**src/hdl/spr_pkg.sv**
```systemverilog
package spr_pkg;

    localparam int VALUE_WIDTH = 16;
    localparam int MAX_PATTERN = 6;
    localparam int COUNT_W     = 3;
    localparam int CFG_INDEX_W = 3;
    localparam int CFG_DATA_W  = 16;

    typedef logic signed [VALUE_WIDTH-1:0] value_t;
    typedef logic [COUNT_W-1:0]            count_t;
    typedef logic [CFG_INDEX_W-1:0]        cfg_index_t;

    // register map
    localparam cfg_index_t REG_PATTERN_LENGTH = 3'd0;
    localparam cfg_index_t REG_PATTERN_WORD_0 = 3'd1;

    localparam count_t LENGTH_MIN   = 3'd1;
    localparam count_t LENGTH_MAX   = 3'd6;
    localparam count_t LENGTH_RESET = 3'd1;

    typedef struct packed {
        logic   emit;
        value_t sample;
    } result_t;

endpackage

```
**src/hdl/spr_if.sv**
```systemverilog
interface spr_in_if;
    logic            valid;
    logic            ready;
    spr_pkg::value_t sample_in;

    modport source (output valid, output sample_in, input ready);
    modport sink   (input valid, input sample_in, output ready);
endinterface

interface spr_out_if;
    logic            valid;
    logic            ready;
    spr_pkg::value_t sample_out;

    modport source (output valid, output sample_out, input ready);
    modport sink   (input valid, input sample_out, output ready);
endinterface

```
**src/hdl/spr_window.sv**
```systemverilog
module spr_window
(
    input  logic                clk,
    input  logic                rst_n,
    input  logic                accept,
    input  spr_pkg::value_t     sample,
    input  spr_pkg::count_t     pattern_length,
    input  spr_pkg::value_t     pattern [spr_pkg::MAX_PATTERN],
    output spr_pkg::result_t    res
);

    spr_pkg::value_t window_reg  [spr_pkg::MAX_PATTERN];
    spr_pkg::value_t window_next [spr_pkg::MAX_PATTERN];
    spr_pkg::count_t fill_reg;
    spr_pkg::count_t fill_next;

    spr_pkg::value_t                  merged [spr_pkg::MAX_PATTERN];
    logic [spr_pkg::MAX_PATTERN-1:0]  lane_ok;
    spr_pkg::count_t                  eff_len;
    spr_pkg::count_t                  fill_plus;
    logic                             full;
    logic                             hit;

    always_comb
    begin
        // out-of-range lengths saturate
        if (pattern_length < spr_pkg::LENGTH_MIN)
        begin
            eff_len = spr_pkg::LENGTH_MIN;
        end
        else if (pattern_length > spr_pkg::LENGTH_MAX)
        begin
            eff_len = spr_pkg::LENGTH_MAX;
        end
        else
        begin
            eff_len = pattern_length;
        end

        fill_plus = fill_reg + spr_pkg::count_t'(1);

        for (int i = 0; i < spr_pkg::MAX_PATTERN; i++)
        begin
            merged[i]  = (spr_pkg::count_t'(i) == fill_reg) ? sample : window_reg[i];
            lane_ok[i] = (spr_pkg::count_t'(i) >= eff_len) || (merged[i] == pattern[i]);
        end

        full = (fill_plus >= eff_len);
        hit  = full && (&lane_ok);

        res.emit   = full && !hit;
        res.sample = merged[0];

        fill_next = fill_reg;
        for (int i = 0; i < spr_pkg::MAX_PATTERN; i++)
        begin
            window_next[i] = window_reg[i];
        end

        if (accept)
        begin
            if (hit)
            begin
                fill_next = '0;
            end
            else if (full)
            begin
                // oldest word leaves, the rest move down one place
                fill_next = fill_reg;
                for (int i = 0; i < spr_pkg::MAX_PATTERN - 1; i++)
                begin
                    window_next[i] = merged[i + 1];
                end
                window_next[spr_pkg::MAX_PATTERN-1] = merged[spr_pkg::MAX_PATTERN-1];
            end
            else
            begin
                fill_next = fill_plus;
                for (int i = 0; i < spr_pkg::MAX_PATTERN; i++)
                begin
                    window_next[i] = merged[i];
                end
            end
        end
    end

    always_ff @(posedge clk or negedge rst_n)
    begin
        if (!rst_n)
        begin
            fill_reg <= '0;
        end
        else
        begin
            fill_reg <= fill_next;
        end
    end

    always_ff @(posedge clk)
    begin
        for (int i = 0; i < spr_pkg::MAX_PATTERN; i++)
        begin
            window_reg[i] <= window_next[i];
        end
    end

endmodule

```
**src/hdl/spr_out_buf.sv**
```systemverilog
module spr_out_buf
(
    input  logic              clk,
    input  logic              rst_n,
    input  logic              push,
    input  spr_pkg::value_t   push_data,
    output logic              ready,
    spr_out_if.source         results
);

    logic            main_valid_reg;
    logic            main_valid_next;
    spr_pkg::value_t main_data_reg;
    spr_pkg::value_t main_data_next;
    logic            skid_valid_reg;
    logic            skid_valid_next;
    spr_pkg::value_t skid_data_reg;
    spr_pkg::value_t skid_data_next;
    logic            pop;

    assign ready              = !skid_valid_reg;
    assign results.valid      = main_valid_reg;
    assign results.sample_out = main_data_reg;
    assign pop                = main_valid_reg && results.ready;

    always_comb
    begin
        main_valid_next = main_valid_reg;
        main_data_next  = main_data_reg;
        skid_valid_next = skid_valid_reg;
        skid_data_next  = skid_data_reg;

        priority if (!main_valid_reg)
        begin
            main_valid_next = push;
            main_data_next  = push_data;
        end
        else if (pop && skid_valid_reg)
        begin
            main_data_next  = skid_data_reg;
            skid_valid_next = 1'b0;
        end
        else if (pop)
        begin
            main_valid_next = push;
            main_data_next  = push_data;
        end
        else if (push)
        begin
            // receiver stalled, park the word in the skid slot
            skid_valid_next = 1'b1;
            skid_data_next  = push_data;
        end
    end

    always_ff @(posedge clk or negedge rst_n)
    begin
        if (!rst_n)
        begin
            main_valid_reg <= 1'b0;
            skid_valid_reg <= 1'b0;
        end
        else
        begin
            main_valid_reg <= main_valid_next;
            skid_valid_reg <= skid_valid_next;
        end
    end

    always_ff @(posedge clk)
    begin
        main_data_reg <= main_data_next;
        skid_data_reg <= skid_data_next;
    end

endmodule

```
**src/hdl/stream_pattern_remover_core.sv**
```systemverilog
// stream pattern remover
// removes every occurrence of a configured run of up to six signed words
// from the stream on the samples channel; surviving words leave on results
// in their original order, delayed until it is clear they start no match
// samples: valid/ready input, one word taken per cycle while ready is high
// results: valid/ready output, at most one word per accepted input
// output: a surviving word is registered into the output register, or into
// the skid slot while results stalls, once the releasing input is accepted
// throughput: one word per cycle while ready is high, set by the window
// compare and shift done combinationally; a two-word output register with
// skid slot keeps ready free of the results ready path
// when results stalls the skid slot takes one more word, then ready drops
// configuration: write pattern_length and pattern words through cfg_write,
// cfg_index and cfg_data while the stream is idle
// reset: pattern length 1, pattern words zero, window empty, no output
// words left in the window at the end of a stream are not flushed
module stream_pattern_remover_core
(
    input  logic                                clk,
    input  logic                                rst_n,
    spr_in_if.sink                              samples,
    spr_out_if.source                           results,
    input  logic                                cfg_write,
    input  logic [spr_pkg::CFG_INDEX_W-1:0]     cfg_index,
    input  logic [spr_pkg::CFG_DATA_W-1:0]      cfg_data
);

    spr_pkg::count_t  length_reg;
    spr_pkg::value_t  word_reg [spr_pkg::MAX_PATTERN];
    spr_pkg::result_t res;
    logic             accept;
    logic             buf_ready;

    assign samples.ready = buf_ready;
    assign accept        = samples.valid && buf_ready;

    always_ff @(posedge clk or negedge rst_n)
    begin
        if (!rst_n)
        begin
            length_reg <= spr_pkg::LENGTH_RESET;
            for (int i = 0; i < spr_pkg::MAX_PATTERN; i++)
            begin
                word_reg[i] <= '0;
            end
        end
        else if (cfg_write)
        begin
            if (cfg_index == spr_pkg::REG_PATTERN_LENGTH)
            begin
                length_reg <= cfg_data[spr_pkg::COUNT_W-1:0];
            end
            for (int i = 0; i < spr_pkg::MAX_PATTERN; i++)
            begin
                if (cfg_index == spr_pkg::REG_PATTERN_WORD_0 + spr_pkg::cfg_index_t'(i))
                begin
                    word_reg[i] <= spr_pkg::value_t'(cfg_data[spr_pkg::VALUE_WIDTH-1:0]);
                end
            end
        end
    end

    spr_window u_window
    (
        .clk            (clk),
        .rst_n          (rst_n),
        .accept         (accept),
        .sample         (samples.sample_in),
        .pattern_length (length_reg),
        .pattern        (word_reg),
        .res            (res)
    );

    spr_out_buf u_out_buf
    (
        .clk       (clk),
        .rst_n     (rst_n),
        .push      (accept && res.emit),
        .push_data (res.sample),
        .ready     (buf_ready),
        .results   (results)
    );

endmodule

```
**src/flat_wrapper.sv**
```systemverilog
// flat-port wrapper written by rule: the top's interface ports become plain ports
module stream_pattern_remover_core_flat 
  (clk, rst_n, cfg_write, cfg_index, cfg_data, samples_valid, samples_sample_in, samples_ready, results_valid, results_sample_out, results_ready);
  spr_in_if samples_i ();
  spr_out_if results_i ();
  input  logic clk;
  input  logic rst_n;
  input  logic cfg_write;
  input  logic [spr_pkg::CFG_INDEX_W-1:0] cfg_index;
  input  logic [spr_pkg::CFG_DATA_W-1:0] cfg_data;
  input wire logic [$bits(samples_i.valid)-1:0] samples_valid;
  input wire logic [$bits(samples_i.sample_in)-1:0] samples_sample_in;
  output wire logic [$bits(samples_i.ready)-1:0] samples_ready;
  output wire logic [$bits(results_i.valid)-1:0] results_valid;
  output wire logic [$bits(results_i.sample_out)-1:0] results_sample_out;
  input wire logic [$bits(results_i.ready)-1:0] results_ready;
  assign samples_i.valid = samples_valid;
  assign samples_i.sample_in = samples_sample_in;
  assign samples_ready = samples_i.ready;
  assign results_valid = results_i.valid;
  assign results_sample_out = results_i.sample_out;
  assign results_i.ready = results_ready;
  stream_pattern_remover_core u_core (.clk(clk), .rst_n(rst_n), .samples(samples_i), .results(results_i), .cfg_write(cfg_write), .cfg_index(cfg_index), .cfg_data(cfg_data));
endmodule
```
**config.mk**
```make
export PLATFORM = sky130hd
export DESIGN_NAME = stream_pattern_remover_core_flat
export DESIGN_NICKNAME = d
export VERILOG_FILES = /design/src/hdl/spr_pkg.sv /design/src/hdl/spr_if.sv /design/src/hdl/spr_window.sv /design/src/hdl/spr_out_buf.sv /design/src/hdl/stream_pattern_remover_core.sv /design/src/flat_wrapper.sv
export SDC_FILE = /design/constraint.sdc
export NUM_CORES = 1
export LEC_CHECK = 0
export BUFFER_PORTS_ARGS = -buffer_cell sky130_fd_sc_hd__buf_2
export CAP_MARGIN = 15
export CORE_MARGIN = 3
export CORE_UTILIZATION = 40
export CTS_CLUSTER_SIZE = 28
export DETAILED_ROUTE_END_ITERATION = 10
export RECOVER_POWER = 100
export SLEW_MARGIN = 5
export SYNTH_ARGS = -nofsm -noshare
export SYNTH_HDL_FRONTEND = slang
export SYNTH_SLANG_ARGS = --single-unit
```
**constraint.sdc**
```tcl
create_clock -name clk -period 6.7 [get_ports clk]
set_input_delay 0.335 -clock clk [delete_from_list [all_inputs] [get_ports clk]]
set_output_delay 0.335 -clock clk [all_outputs]
set_load 0.05 [all_outputs]
```
==> results_dict.tcl <==
set metrics [dict create \
    status "finished with violations" \
    failed_checks "max-capacitance violations, max-slew violations" \
    ys_seq_elements 232 \
    fillers 2792 \
    whs_ns 0.188 \
    cts_tree "done" \
    clk_latency_ns 0.54 \
    yosys_warnings 0 \
    ios 58 \
    synth_nets 1185 \
    clkPwrFrac_pct 20.0 \
    rsz0062_at_grt "no" \
    vias 9492 \
    fp.dieW_um 181 \
    async_reset_ff_share_pct 44.8 \
    cts_buffer_depth 3 \
    clockRootBuffer "clkbuf_16" \
    ir_worst_vdd_uv 241 \
    layout-drive-gt1-share_pct 16.3 \
    post_cts_buffers 0 \
    avgSynthCellArea_um2 10.8 \
    portBuffers 57 \
    slew_viol_final 186 \
    grt_pass1_wl_um 61400 \
    worstPathCellList "inv_1, ha_1, nand2b_1, clkbuf_1, o21ai_0, xnor2_1, o2111ai_1, or4b_1, o31ai_1, nor3_2, buf_4" \
    antenna_found_initial 0 \
    yosysUniqueCellTypes 63 \
    yosysSeqAreaShare_pct 52.5 \
    power_frac_comb_pct 42.5 \
    yosys.area.top_type_share_pct 31.3 \
    max_stage_delay_ns 1.11 \
    post-route-worst-setup-slack_ns 1.58 \
    routed_via_density 6.00 \
    core-area_um2 30000 \
    powerDensity_nw_per_um2 563 \
    maxSlewHeadroom_pct -49.6 \
    intPower_mw 4.49 \
    crit_type "flip-flop to flip-flop" \
    crit_path_start_kind "flip-flop" \
    die_h_um 181 \
    cp_slowest_cell "clkbuf_1" \
    synthTopCellsByArea "edfxtp_1 (31%), dfrtp_1 (21%), mux2_2 (9.8%), nor2_1 (4.1%), xnor2_1 (3.8%)" \
    ant_nets 0 \
    wl_per_cell_um 26.4 \
    cp.arrival_ns 5.40 \
    fin_crit_sh_pct 76.4 \
    place.gp.congestion 0.949 \
    dpl_worst_slack_ns 2.66 \
    dr.pass1.iters 8 \
    clock.fmax_mhz 195 \
    route.detailed.drc 0 \
    p_leak_nw 5.39 \
    num_antenna_cells 0 \
    area_growth_syn_to_layout_pct 12.2 \
    htreeDepth 1 \
    cts-buffers-inserted 27 \
    seq_power_share_pct 37.5 \
    swShare_pct 42.1 \
    cp_data_required_time_ns 6.98 \
    overflow 0 \
    max_cap_violations 4 \
    worst-path-buf-inv 3 \
    cp_max_fo 40 \
    skew_ns 0.0159 \
    grt_max_degree 69 \
    yosys.area.top_type "edfxtp_1" \
    yosys_most_used_dff "edfxtp_1" \
    end_kind "flip-flop" \
    placementRows 63 \
    initial_utilization_pct 41.0 \
    postSynthCellCount 1137 \
    track_usage_pct 24.8 \
    clkTransAtPathRegs_ns 0.06 \
    die-area_um2 32900 \
    syn_area_um2 12300 \
    hpwl_um 28000 \
    p_switching_mw 3.27 \
    tightest_slew_ns 2.24 \
    crit_family "compound AO/OA/AOI/OAI gates" \
    routed_wl_um 41700 \
    setup_tns_ns 0 \
    hold_viol 0 \
    dr.first_iter.drc_count 1251 \
    synth_edf_count 128 \
    layout_min_cycle_time_ns 5.12 \
    hold_path.class "input pin to flip-flop" \
    grt_pass1_vias 9058 \
    finish.net_count 1220 \
    setup_viol 0 \
    clock_sinks 232 \
]
[through the flow]
| stage | instances | area, um2 | utilization, % | power [mW] |
|---|---|---|---|---|
| after floorplan | 1137 | 12300 | - | 5.19 |
| after global placement | 1529 | 12900 | 43.1 | 6.13 |
| after CTS | 1579 | 13900 | 46.2 | 7.74 |
| after global routing | 1582 | 13800 | 46.0 | 8.19 |
| after detailed placement | 1529 | 12900 | 43.1 | 6.17 |
| final | 1582 | 13800 | 46.0 | 7.76 |
[layout by cell type, fill, tap and decap left out, drive strengths merged, types with 8 or more instances in the layout]
cell / Yosys / final
nor2: 134 / 134
a221oi: 15 / 15
xnor2: 53 / 53
inv: 64 / 65
a21oi: 26 / 26
nand2b: 14 / 14
nor2b: 8 / 8
mux2: 107 / 107
clkbuf: 50 / 60
dfrtp: 103 / 103
buf: 16 / 43
nor4: 18 / 18
nand2: 98 / 98
a31oi: 29 / 29
edfxtp: 128 / 128
xor2: 39 / 39
ha: 8 / 8
o21ai: 47 / 47
nor3: 8 / 8
clkinv: 1 / 9
o22ai: 56 / 56
mux2i: 32 / 32
[power groups by stage]
stage / sequential [mW] / combinational, mW / clock (mW)
after floorplan: 2.88 / 2.31 / 0
after global placement: 2.90 / 3.22 / 0
after detailed placement: 2.90 / 3.27 / 0
after CTS: 2.88 / 3.29 / 1.57
after global routing: 2.95 / 3.61 / 1.63
final: 2.91 / 3.30 / 1.55
[cell usage after synthesis, drive strengths merged, types with 2 or more instances]
library cell	number
nor2	134
a221oi	15
o32ai	3
xnor2	53
nand2b	14
o22ai	56
o211ai	2
a211oi	2
nor4	18
a22oi	4
nand4b	3
buf	16
o21a	3
mux2i	32
o2bb2ai	2
ha	8
edfxtp	128
nand3	4
o22a	2
a31oi	29
dfrtp	103
clkbuf	50
a21oi	26
nand2	98
nand4	7
a2111oi	2
xor2	39
a22o	2
mux2	107
nor3b	2
a222oi	6
o2111a	2
a32o	2
o31ai	4
o21ai	47
o2111ai	6
o221ai	7
nor2b	8
inv	64
and3	3
nor3	8
[tightest hold or removal path: stages]
cell	delay (ns)
buf_2	0.18
nand2_1	0.08
o21ai_0	0.07
[cell families after synthesis]
family          Yosys count  share of synthesized area, %
xor+xnor                 92                          6.56
simple gates            304                          10.9
flops                   232                          52.5
mux                     139                          12.5
fa+ha+maj                 9                         0.896
compound gates          230                          12.6
buf+inv                 131                          4.11
[cell type report]
| type | count | area, um2 | share of cell area [%] |
|---|---|---|---|
| Clock buffer | 32 | 704 | 5.11 |
| Clock inverter | 17 | 216 | 1.57 |
| Inverter | 65 | 244 | 1.77 |
| Multi-Input combinational cell | 774 | 5340 | 38.7 |
| Sequential cell | 232 | 6450 | 46.8 |
| Tap cell | 390 | 488 | 3.54 |
| Timing Repair Buffer | 72 | 349 | 2.53 |
[final timing paths]
kind / slack, ns / cells past startpoint / endpoint / start
min: 0.19 / 3 / u_core.word_reg[69]$_DFFE_PN0P_ / cfg_data[5]
min in group asynchronous: 1.00 / 2 / u_core.word_reg[47]$_DFFE_PN0P_ / rst_n
max: 1.58 / 11 / u_core.u_out_buf.skid_data_reg[8]$_DFFE_PP_ / u_core.u_window.fill_reg[0]$_DFFE_PN0P_
max in group asynchronous: 2.88 / 3 / u_core.word_reg[84]$_DFFE_PN0P_ / rst_n
max reg2reg: 1.58 / 11 / u_core.u_out_buf.skid_data_reg[8]$_DFFE_PP_ / u_core.u_window.fill_reg[0]$_DFFE_PN0P_
min reg2reg: 0.51 / 1 / u_core.word_reg[21]$_DFFE_PN0P_ / u_core.word_reg[21]$_DFFE_PN0P_
[per-layer routing]
layer	wire, um	vias to the layer above	track usage [%]
li1	-	4214	-
met1	18300	4709	37.0
met4	1420	0	8.23
met3	3910	82	4.11
met2	18100	487	36.9
met5	0	-	0
[timing repair]
item	CTS	global route
setup endpoints to repair	0	0
hold buffers	1	0
resized for setup	0	0
endpoints found under the hold margin	35	0
No activity file was read; power rests on OpenSTA's default activity.
